--- src/rtl/bole_pkg.sv ---
`default_nettype none

package bole_pkg;

  // Sizing of the list and of the beat fields.
  localparam int CAPACITY   = 64;
  localparam int DATA_W     = 32;
  localparam int MODE_W     = 3;
  localparam int POS_W      = 7;
  localparam int STATUS_W   = 3;
  localparam int OUT_CNT_W  = 7;
  localparam int CNT_W      = $clog2(CAPACITY + 1);

  // First-match scan is split into groups of cells.
  localparam int GROUP_SZ   = 8;
  localparam int NUM_GROUPS = (CAPACITY + GROUP_SZ - 1) / GROUP_SZ;
  localparam int SCAN_W     = NUM_GROUPS * GROUP_SZ;

  typedef logic signed [DATA_W-1:0] data_t;

  // Value returned by a pop on an empty list.
  localparam data_t POP_EMPTY_VAL = '1;

  typedef enum logic [MODE_W-1:0] {
    MODE_PUSH_FRONT  = 3'd0,
    MODE_PUSH_BACK   = 3'd1,
    MODE_INSERT_AT   = 3'd2,
    MODE_POP_FRONT   = 3'd3,
    MODE_POP_BACK    = 3'd4,
    MODE_REMOVE_VAL  = 3'd5,
    MODE_SEARCH      = 3'd6
  } mode_t;

  typedef enum logic [STATUS_W-1:0] {
    ST_OK        = 3'd0,
    ST_BAD_INDEX = 3'd1,
    ST_EMPTY     = 3'd2,
    ST_NOT_FOUND = 3'd3,
    ST_FULL      = 3'd4
  } status_t;

  // What a cell loads into its entry register on a given cycle.
  typedef enum logic [1:0] {
    OP_HOLD       = 2'd0,
    OP_LOAD       = 2'd1,
    OP_TAKE_LEFT  = 2'd2,
    OP_TAKE_RIGHT = 2'd3
  } cell_op_t;

  typedef struct packed {
    cell_op_t op;
    logic     live;   // the cell holds a valid entry
    logic     pick;   // the cell is the one a pop reads
  } cell_ctl_t;

endpackage

`default_nettype wire

--- src/rtl/bole_cell.sv ---
`default_nettype none

module bole_cell import bole_pkg::*; (
  input  logic      clk,
  input  cell_ctl_t ctl,
  input  data_t     key,
  input  data_t     load_val,
  input  data_t     left_val,
  input  data_t     right_val,
  output data_t     entry_r,
  output logic      eq_r,
  output data_t     pick_val_r
);

  data_t entry_nxt;

  always_comb begin
    case (ctl.op)
      OP_HOLD:       entry_nxt = entry_r;
      OP_LOAD:       entry_nxt = load_val;
      OP_TAKE_LEFT:  entry_nxt = left_val;
      OP_TAKE_RIGHT: entry_nxt = right_val;
      default:       entry_nxt = entry_r;
    endcase
  end

  // The compare and the masked read are registered every cycle; the
  // sequencer samples them when the request operands are settled.
  always_ff @(posedge clk) begin
    entry_r    <= entry_nxt;
    eq_r       <= ctl.live && (entry_r == key);
    pick_val_r <= ctl.pick ? entry_r : '0;
  end

endmodule

`default_nettype wire

--- config.mk ---
export PLATFORM = sky130hd
export DESIGN_NAME = bole_cell
export DESIGN_NICKNAME = d
export VERILOG_FILES = /design/src/rtl/bole_pkg.sv /design/src/rtl/bole_cell.sv
export SDC_FILE = /design/constraint.sdc
export NUM_CORES = 1
export LEC_CHECK = 0
export BUFFER_PORTS_ARGS = -buffer_cell sky130_fd_sc_hd__buf_2
export CORE_MARGIN = 5
export CORE_UTILIZATION = 35
export CTS_CLUSTER_DIAMETER = 100
export DETAILED_ROUTE_END_ITERATION = 8
export PLACE_DENSITY = 0.76
export SYNTH_ARGS = -nofsm -noshare
export SYNTH_HDL_FRONTEND = slang
export SYNTH_SLANG_ARGS = --single-unit
--- constraint.sdc ---
create_clock -name clk -period 1.91 [get_ports clk]
set_clock_uncertainty 0.15 [all_clocks]
set_input_delay 0.382 -clock clk [delete_from_list [all_inputs] [get_ports clk]]
set_output_delay 0.382 -clock clk [all_outputs]
set_load 0.01 [all_outputs]
==> results of run 1 <==
==> synthesized netlist by cell type (all sizes together) <==
cell type	n
dfxtp	33
a21oi	32
and2	32
edfxtp	32
mux2i	32
nor2	32
xor2	31
buf	7
clkbuf	7
nor4	7
nand3	2
nor3	2
nand4	1
or2	1
xnor2	1
==> flip-flops by register name, indices dropped and copies added (netlist names) <==
signal,count
entry_r,32
pick_val_r,32
eq_r,1
==> where the power goes <==
group          internal [mW]  switching, mW  leakage [nW]
Combinational          0.335          0.339          1.37
Sequential              1.62         0.0895         0.597
Clock                  0.763          0.500         0.106
Total                   2.72          0.929          2.07
==> cell type report <==
type	instances	share of cell area (%)
multi-input combinational	173	27.81
tap	105	3.126
timing repair buffer	205	25.48
clock buffer	12	3.453
sequential	65	38.58
clock inverter	3	1.548
==> logic make-up after synthesis <==
family          synth area share [%]
xor+xnor                       9.833
buf+inv                        2.327
mux                            11.24
compound gates                 5.619
simple gates                   14.09
flops                          56.89
==> per-stage QoR <==
stage                     hold slack (ps)  cells  instance area [um2]  setup TNS [ps]  util [%]
after floorplan                     359.3    252                 2850               0         -
after global placement              348.3    548                 3986               0     49.26
after detailed placement            362.9    548                 3986          -8.063     49.26
after CTS                           155.2    563                 4203               0     51.93
after global routing                168.7    563                 4203               0     51.93
final                               164.4    563                 4203               0     51.93
==> critical path, delay by kind of cell (launching register included) <==
family | cells | cell delay, ps
flops | 1 | 430
xor+xnor | 1 | 170
simple gates | 3 | 900
==> worst max-delay path by stage <==
stage	startpoint	endpoint	slack, ps
floorplan	ctl[2]	entry_r[0]$_DFFE_PP_	160
global placement	key[11]	eq_r$_DFF_P_	50
detailed placement	key[11]	eq_r$_DFF_P_	-8
CTS	entry_r[17]$_DFFE_PP_	eq_r$_DFF_P_	170
global route	entry_r[17]$_DFFE_PP_	eq_r$_DFF_P_	100
finish	entry_r[29]$_DFFE_PP_	eq_r$_DFF_P_	180
==> metal layers <==
layer	share of wire (%)	track usage, %
met2	50	30.22
met1	38	19.48
met5	0	0
met3	9.6	6.254
met4	1.8	5.181
==> repair_timing <==
action / CTS / global route
setup endpoints to repair: 1 / 0
resized for setup: 1 / 0
setup buffers: 0 / 0
==> placed cells by master (no fill, tap or decap), drive strengths merged <==
cell type / count
or2: 1
xnor2: 1
dfxtp: 33
xor2: 31
edfxtp: 32
nor3: 2
and2: 32
clkbuf: 12
nand4: 1
clkinv: 1
nor4: 7
bufinv: 2
mux2i: 32
nand3: 2
buf: 205
nor2: 32
a21oi: 32
==> results.rst, run 1 <==
.. list-table::
   :header-rows: 1

   * - Metric
     - Value
   * - Outcome
     - completed
   * - Req. time, crit path
     - 2020 ps
   * - Kind of path behind the tightest hold check
     - input pin to register
   * - Setup ws final
     - 184.2 ps
   * - Hold-fix buffer count after cts
     - 0
   * - Overall power
     - 3.650 mW
   * - Diodes inserted
     - 0
   * - Core region area
     - 8093 um2
   * - Number of different library cells in the post-synthesis netlist
     - 18
   * - Worst R2R End
     - eq_r$_DFF_P_
   * - Final hold violation count
     - 0
   * - Post-synthesis sequential area ratio
     - 56.89%
   * - Cell with the largest stage delay on the worst path
     - nor4_1
   * - Clock tree sinks
     - 65
   * - Post-DRT Antenna Nets
     - 0
   * - Post-synthesis cell area
     - 2850 um2
   * - Area share of the leading cell type in the synthesized netlist
     - 33.71%
   * - Routed vias/inst
     - 4.531
   * - Die W
     - 100.2 um
   * - Via count of the first global-routing pass
     - 2,710
   * - Multi-input logic area
     - 1169 um2
   * - Die Area
     - 10,050 um2
   * - Share of the cycle needed by the critical path after routing
     - 90.36%
   * - Maximum buffer depth of the clock tree
     - 2
   * - Initial core utilization
     - 35.22%
   * - Wire length after detailed routing
     - 8848 um
   * - Worst Setup Slack post-DPL
     - -8.063 ps
   * - Actual transition at the worst max-transition pin
     - 536.9 ps
   * - Static power due to leakage
     - 2.070 nW
   * - PortBufs
     - 197
   * - Residual DRC
     - 0
   * - Sequential Area
     - 1622 um2
   * - Min-delay src
     - ctl[1]
   * - Final setup fails
     - 0
   * - GR Util All Layers
     - 17.21%
   * - Maximum number of pins on one net before global-route repair
     - 53
   * - Number of filler cells placed in the layout
     - 760
   * - Worst max-slew margin expressed relative to the limit
     - 63.88%
   * - Synth Instances
     - 252
   * - Library cell occupying the most area in the post-synthesis netlist
     - edfxtp_1
   * - GPL Wtd Cong
     - 0.7989
   * - RSZ-0062 raised after global routing
     - no
   * - R2r startpoint
     - entry_r[29]$_DFFE_PP_
   * - Std-Cell Rows
     - 33
   * - Endpoint of the worst hold-timing path
     - eq_r$_DFF_P_
   * - Number of pins exceeding their max-slew limit in the final report
     - 0
   * - Number of maximum-capacitance constraint violations
     - 0
   * - Critical Setup Path Class
     - register to register
   * - Maximum ir drop on the vdd rail
     - 0.4392 mV
   * - Chip height
     - 100.2 um
   * - H-tree lvl count
     - 3
   * - Initial DRC count
     - 58
   * - Slowest cell delay on critical path
     - 520 ps
   * - Worst r2r path cells
     - 4
   * - Estimated wirelength of the detail-placed design
     - 7185 um
   * - Kind of end point of the critical path
     - register
   * - Flip-flop and latch count after synthesis
     - 65
   * - Number of optimization iterations in the first detailed-route pass
     - 4
   * - Worst Hold Path Cells
     - 3
   * - Arr. time, crit path
     - 1840 ps
   * - Via Count
     - 2,551
   * - Cells along the critical path
     - xor2_1 > nor4_1 > nand4_1 > nor3_2
   * - Gr ovfl total
     - 0
   * - Time the final worst path needs with I/O delays and setup
     - 1726 ps
   * - TritonCTS clock tree
     - yes
   * - Syn Area/Cell
     - 11.31 um2
   * - Critical path startpoint category
     - register
   * - Nets in the synthesized netlist
     - 385
   * - Fmax
     - 579.4 MHz
   * - Initial antenna violation count
     - 0
   * - Ports
     - 198
   * - Reg clk slew, reported paths
     - 70 ps
   * - Wire length per cell after detailed routing
     - 15.72 um
   * - Power Density
     - 868.4 nW/um2
   * - Peak fanout along the critical path
     - 3
   * - Cts bufs inserted
     - 9
   * - Cell types occupying the most area after synthesis
     - edfxtp_1, dfxtp_1, mux2i_1
   * - Layout-stage area growth over the synthesis result
     - 47.45%
   * - Net count, final
     - 587
   * - Reg2Reg Setup Slack
     - 180 ps
   * - Skew-Pair Late Insertion Delay
     - 330 ps
   * - First-pass GRT wire length
     - 13,280 um
   * - Fraction of final layout cells with drive strength greater than 1
     - 48.25%
   * - Clock Tree Root
     - clkbuf_8
   * - Total number of yosys warnings
     - 0
Power figures use the tool's default switching activity.
==> run 2, diff against run 1 <==
Settings changed: ABC_AREA set to 1, CTS_CLUSTER_DIAMETER 100 to unset, HOLD_SLACK_MARGIN set to 0.02, PLACE_DENSITY 0.76 to 0.74.
==> results.rst, run 2 <==
.. list-table::
   :header-rows: 1

   * - Metric
     - Value
   * - GR Util All Layers
     - 18.53%
   * - Power Density
     - 827.4 nW/um2
   * - Estimated wirelength of the detail-placed design
     - 8463 um
   * - Via count of the first global-routing pass
     - 3,265
   * - Cells along the critical path
     - buf_2
   * - Top-count cell post-synth
     - nand2_1
   * - Number of filler cells placed in the layout
     - 872
   * - Number of maximum-capacitance constraint violations
     - 0
   * - Post-synthesis sequential area ratio
     - 52.07%
   * - Final setup fails
     - 0
   * - Area share of the leading cell type in the synthesized netlist
     - 30.86%
   * - Hold-fix buffer count after cts
     - 0
   * - Top cells by instance count after synthesis
     - nand2_1, inv_1, nand3_1
   * - Maximum number of pins on one net before global-route repair
     - 33
   * - Fraction of final layout cells with drive strength greater than 1
     - 35.34%
   * - Critical path startpoint category
     - register
   * - Synth Instances
     - 415
   * - Cell with the largest stage delay on the worst path
     - edfxtp_1
   * - Worst max-slew margin expressed relative to the limit
     - 50.09%
   * - Number of enable-type register cells in the synthesized netlist
     - 32
   * - Time the final worst path needs with I/O delays and setup
     - 1556 ps
   * - Initial antenna violation count
     - 0
   * - Reg clk slew, reported paths
     - 70 ps
   * - Actual transition at the worst max-transition pin
     - 748.6 ps
   * - Flip-flop and latch count after synthesis
     - 65
   * - GPL Wtd Cong
     - 0.9413
   * - Cell types occupying the most area after synthesis
     - edfxtp_1, dfxtp_1, nand2_1
   * - Ports
     - 198
   * - Number of pins exceeding their max-slew limit in the final report
     - 0
   * - Outcome
     - completed
   * - Critical Setup Path Class
     - register to output port
   * - Initial core utilization
     - 35.89%
   * - Post-cts sizing count
     - 0
   * - Library cell occupying the most area in the post-synthesis netlist
     - edfxtp_1
   * - Static power due to leakage
     - 2.556 nW
   * - Gr ovfl total
     - 0
   * - Fmax
     - 642.5 MHz
   * - Skew-Pair Late Insertion Delay
     - 340 ps
   * - Top_reg_cell synth
     - dfxtp_1
   * - Maximum ir drop on the vdd rail
     - 0.3161 mV
   * - Cts bufs inserted
     - 9
   * - Post-synthesis cell area
     - 3114 um2
   * - Kind of end point of the critical path
     - output port
   * - H-tree lvl count
     - 3
   * - Slowest cell delay on critical path
     - 490 ps
   * - Wire length per cell after detailed routing
     - 14.34 um
   * - Number of different library cells in the post-synthesis netlist
     - 17
   * - Diodes inserted
     - 0
   * - Number of optimization iterations in the first detailed-route pass
     - 5
   * - Share of the cycle needed by the critical path after routing
     - 81.48%
   * - Arr. time, crit path
     - 1020 ps
   * - Via Count
     - 3,211
   * - Clock Tree Root
     - clkbuf_8
   * - Residual DRC
     - 0
   * - Most frequent standard cell in the layout excluding fill and tap cells
     - buf_2
   * - Peak fanout along the critical path
     - 4
   * - Wire length after detailed routing
     - 10,350 um
   * - Share of synthesized registers carrying an async set or reset
     - 0%
   * - Kind of path behind the tightest hold check
     - input pin to register
   * - TNS Setup
     - 0 ps
   * - Chip height
     - 104.3 um
   * - Total number of yosys warnings
     - 0
   * - Buffering stage count on the worst path with inverters included
     - 1
   * - Post-DRT Antenna Nets
     - 0
   * - Final hold violation count
     - 0
   * - RSZ-0062 raised after global routing
     - no
   * - Routed vias/inst
     - 4.447
   * - Layout-stage area growth over the synthesis result
     - 39.98%
   * - Std-Cell Rows
     - 34
   * - Overall power
     - 3.607 mW
   * - First-pass GRT wire length
     - 15,940 um
   * - Maximum buffer depth of the clock tree
     - 2
   * - Die Area
     - 10,880 um2
   * - Nets in the synthesized netlist
     - 548
   * - TritonCTS clock tree
     - yes
   * - Biggest registers after layout
     - entry_r x32, pick_val_r x32, eq_r x1
   * - Syn Area/Cell
     - 7.504 um2
   * - Sequential Area
     - 1622 um2
   * - Req. time, crit path
     - 1380 ps
   * - Die W
     - 104.3 um
   * - Net count, final
     - 742
   * - Clock tree sinks
     - 65
   * - Core region area
     - 8678 um2
   * - CP top delay family
     - flip-flops
   * - Multi-input logic area
     - 1127 um2
   * - PortBufs
     - 197
   * - Initial DRC count
     - 134
   * - Commonest cells after routing, fill and taps aside
     - buf_2, nand2_1, inv_1
   * - Buffers inserted during post-CTS setup optimization
     - 0
## run 2: metrics by stage
stage                     hold slack [ps]  utilization [%]  cells  setup WS [ps]  cell area [um2]
after detailed placement            347.3            47.97    706          223.3             4163
after global routing                155.0            50.23    722          306.7             4359
after CTS                           151.9            50.23    722          325.2             4359
final                               167.6            50.23    722          353.6             4359
after floorplan                     329.6                -    415          373.9             3114
after global placement              344.4            47.97    706          279.2             4163
## run 2: logic make-up (layout without fill, tap and decap cells)
kind of cell / Yosys count / count (layout) / share of synthesized area [%]
AND/OR/NAND/NOR: 245 / 245 / 32.58
buffers and inverters: 89 / 288 / 11.73
flip-flops: 65 / 65 / 52.07
AO/OA/AOI/OAI: 8 / 8 / 1.366
XOR/XNOR: 8 / 8 / 2.250
## run 2: path summary, 6_finish.rpt
check | start | endpoint | slack, ps | depth (start not counted)
setup / recovery | entry_r[27]$_DFFE_PP_ | entry_r[27] | 350 | 1
hold reg to reg | entry_r[23]$_DFFE_PP_ | pick_val_r[23]$_SDFF_PN0_ | 370 | 2
hold / removal | left_val[27] | entry_r[27]$_DFFE_PP_ | 170 | 3
setup reg to reg | entry_r[18]$_DFFE_PP_ | eq_r$_DFF_P_ | 470 | 4
## run 2: layout make-up
cell class	instances	share of cell area [%]
tap	108	3.100
sequential	65	37.20
inverter	72	6.200
clock buffer	11	3.243
clock inverter	5	1.263
multi-input combinational	261	25.86
timing repair buffer	200	23.13
## run 2: metal layers
metal	GRT usage [%]	routed length, um
met1	20.63	4021
met5	0	0
met3	4.469	501
met2	33.57	5553
met4	7.308	275
## run 2: power breakdown
group / internal [mW] / switching (mW) / leakage, nW
Sequential: 1.63 / 0.128 / 0.605
Combinational: 0.310 / 0.382 / 1.85
Clock: 0.635 / 0.527 / 0.0970
Total: 2.57 / 1.04 / 2.56
==> run 3, diff against run 2 <==
Settings changed: ABC_AREA 1 to 0, PLACE_DENSITY 0.74 to 0.76.
Clock period 1.91 ns to 1.56 ns, I/O delays scaled along.
==> results.rst, run 3 (synthesis gave the netlist of run 1 again) <==
.. list-table::
   :header-rows: 1

   * - Metric
     - Value
   * - TritonCTS clock tree
     - yes
   * - Die Area
     - 10,050 um2
   * - Initial antenna violation count
     - 0
   * - Maximum ir drop on the vdd rail
     - 0.4085 mV
   * - Reg clk slew, reported paths
     - 60 ps
   * - Core region area
     - 8093 um2
   * - Peak fanout along the critical path
     - 3
   * - Via count of the first global-routing pass
     - 2,758
   * - Arr. time, crit path
     - 1700 ps
   * - Residual DRC
     - 0
   * - Overall power
     - 4.448 mW
   * - Time the final worst path needs with I/O delays and setup
     - 1588 ps
   * - Routed vias/inst
     - 4.499
   * - Commonest cells after routing, fill and taps aside
     - buf_2, dfxtp_1
   * - Cts bufs inserted
     - 9
   * - Chip height
     - 100.2 um
   * - Die W
     - 100.2 um
   * - Critical Setup Path Class
     - register to register
   * - Maximum buffer depth of the clock tree
     - 2
   * - Maximum number of pins on one net before global-route repair
     - 35
   * - Critical path startpoint category
     - register
   * - Final hold violation count
     - 0
   * - GPL Wtd Cong
     - 0.8298
   * - Clock tree sinks
     - 65
   * - Gr ovfl total
     - 0
   * - Initial DRC count
     - 48
   * - Clock Tree Root
     - clkbuf_8
   * - Outcome
     - finished, violations left
   * - Buffers inserted during post-CTS setup optimization
     - 0
   * - Fraction of final layout cells with drive strength greater than 1
     - 49.13%
   * - Skew-Pair Late Insertion Delay
     - 330 ps
   * - Post-route core utilization
     - 52.57%
   * - Std-Cell Rows
     - 33
   * - Number of maximum-capacitance constraint violations
     - 0
   * - Total instance count after detailed placement
     - 550
   * - Most frequent standard cell in the layout excluding fill and tap cells
     - buf_2
   * - Worst Hold Path Cells
     - 3
   * - Layout-stage area growth over the synthesis result
     - 49.25%
   * - Kind of path behind the tightest hold check
     - input pin to register
   * - Wire length after detailed routing
     - 8644 um
   * - PortBufs
     - 197
   * - Number of optimization iterations in the first detailed-route pass
     - 4
   * - Worst max-slew margin expressed relative to the limit
     - 64.45%
   * - Estimated wirelength of the detail-placed design
     - 7109 um
   * - Biggest registers after layout
     - entry_r x32, pick_val_r x32, eq_r x1
   * - Fmax
     - 629.5 MHz
   * - Power Density
     - 1046 nW/um2
   * - Post-DRT Antenna Nets
     - 0
   * - Initial core utilization
     - 35.22%
   * - Ports
     - 198
   * - First-pass GRT wire length
     - 12,890 um
   * - Worst r2r path cells
     - 5
   * - Wire length per cell after detailed routing
     - 15.30 um
   * - Share of the cycle needed by the critical path after routing
     - 101.8%
   * - Actual transition at the worst max-transition pin
     - 533.3 ps
   * - Failing checks
     - negative setup slack
   * - H-tree lvl count
     - 3
   * - Req. time, crit path
     - 1670 ps
   * - RSZ-0062 raised after global routing
     - yes
   * - Setup ws final
     - -28.50 ps
   * - Via Count
     - 2,542
   * - Final cell count without fillers
     - 565
   * - Net count, final
     - 588
   * - TNS Setup
     - -28.50 ps
   * - Final setup fails
     - 1
   * - Kind of end point of the critical path
     - register
   * - Static power due to leakage
     - 2.087 nW
   * - Number of pins exceeding their max-slew limit in the final report
     - 0
   * - Diodes inserted
     - 0
   * - GR Util All Layers
     - 16.86%
## run 3: critical path, stage by stage (launching register included)
cell	delay (ps)
edfxtp_1	440
xor2_2	180
nor4_4	310
buf_4	150
nand4_1	110
nor3_2	180
## run 3: what timing repair did
| item | in CTS | in global routing |
|---|---|---|
| setup endpoints to repair | 1 | 2 |
| hold buffers | 0 | 0 |
| gates resized for setup | 3 | 2 |
| pin swaps | 2 | 2 |
| gates cloned | 0 | 0 |
## run 3: area by class of cell
class | instances | area (um2)
fill | 760 | 3839
sequential | 65 | 1622
multi-input combinational | 173 | 1200
timing repair buffer | 206 | 1079
clock buffer | 16 | 222.7
tap | 105 | 131.4
## run 3: path summary, 6_finish.rpt
path         slack [ps]             startpoint                   endpoint
max reg2reg         -30  entry_r[15]$_DFFE_PP_               eq_r$_DFF_P_
min reg2reg         370  entry_r[10]$_DFFE_PP_  pick_val_r[10]$_SDFF_PN0_
max                 -30  entry_r[15]$_DFFE_PP_               eq_r$_DFF_P_
min                 110                 ctl[1]               eq_r$_DFF_P_
## run 3: metal layers
layer | share of wire (%) | global-route usage, % | vias to the layer above
met3 | 8.6 | 5.073 | 14
met1 | 39 | 18.82 | 1141
met5 | 0 | 0 | -
met4 | 1.8 | 6.321 | 0
li1 | - | - | 1271
met2 | 51 | 30.07 | 116
## run 3: stage by stage
stage               hold slack, ps  setup slack (ps)  instance area (um2)
floorplan                    289.3             58.46                 2853
global placement             347.6            -155.8                 4004
detailed placement           360.2            -159.5                 4004
CTS                          110.2            -61.46                 4245
global route                 95.12            -133.7                 4254
finish                       112.7            -28.50                 4254
## run 3: where the power goes
group | switching (mW) | total (mW) | internal, mW
registers | 0.102 | 2.09 | 1.99
clock network | 0.596 | 1.50 | 0.904
logic | 0.434 | 0.859 | 0.424
total | 1.13 | 4.45 | 3.32
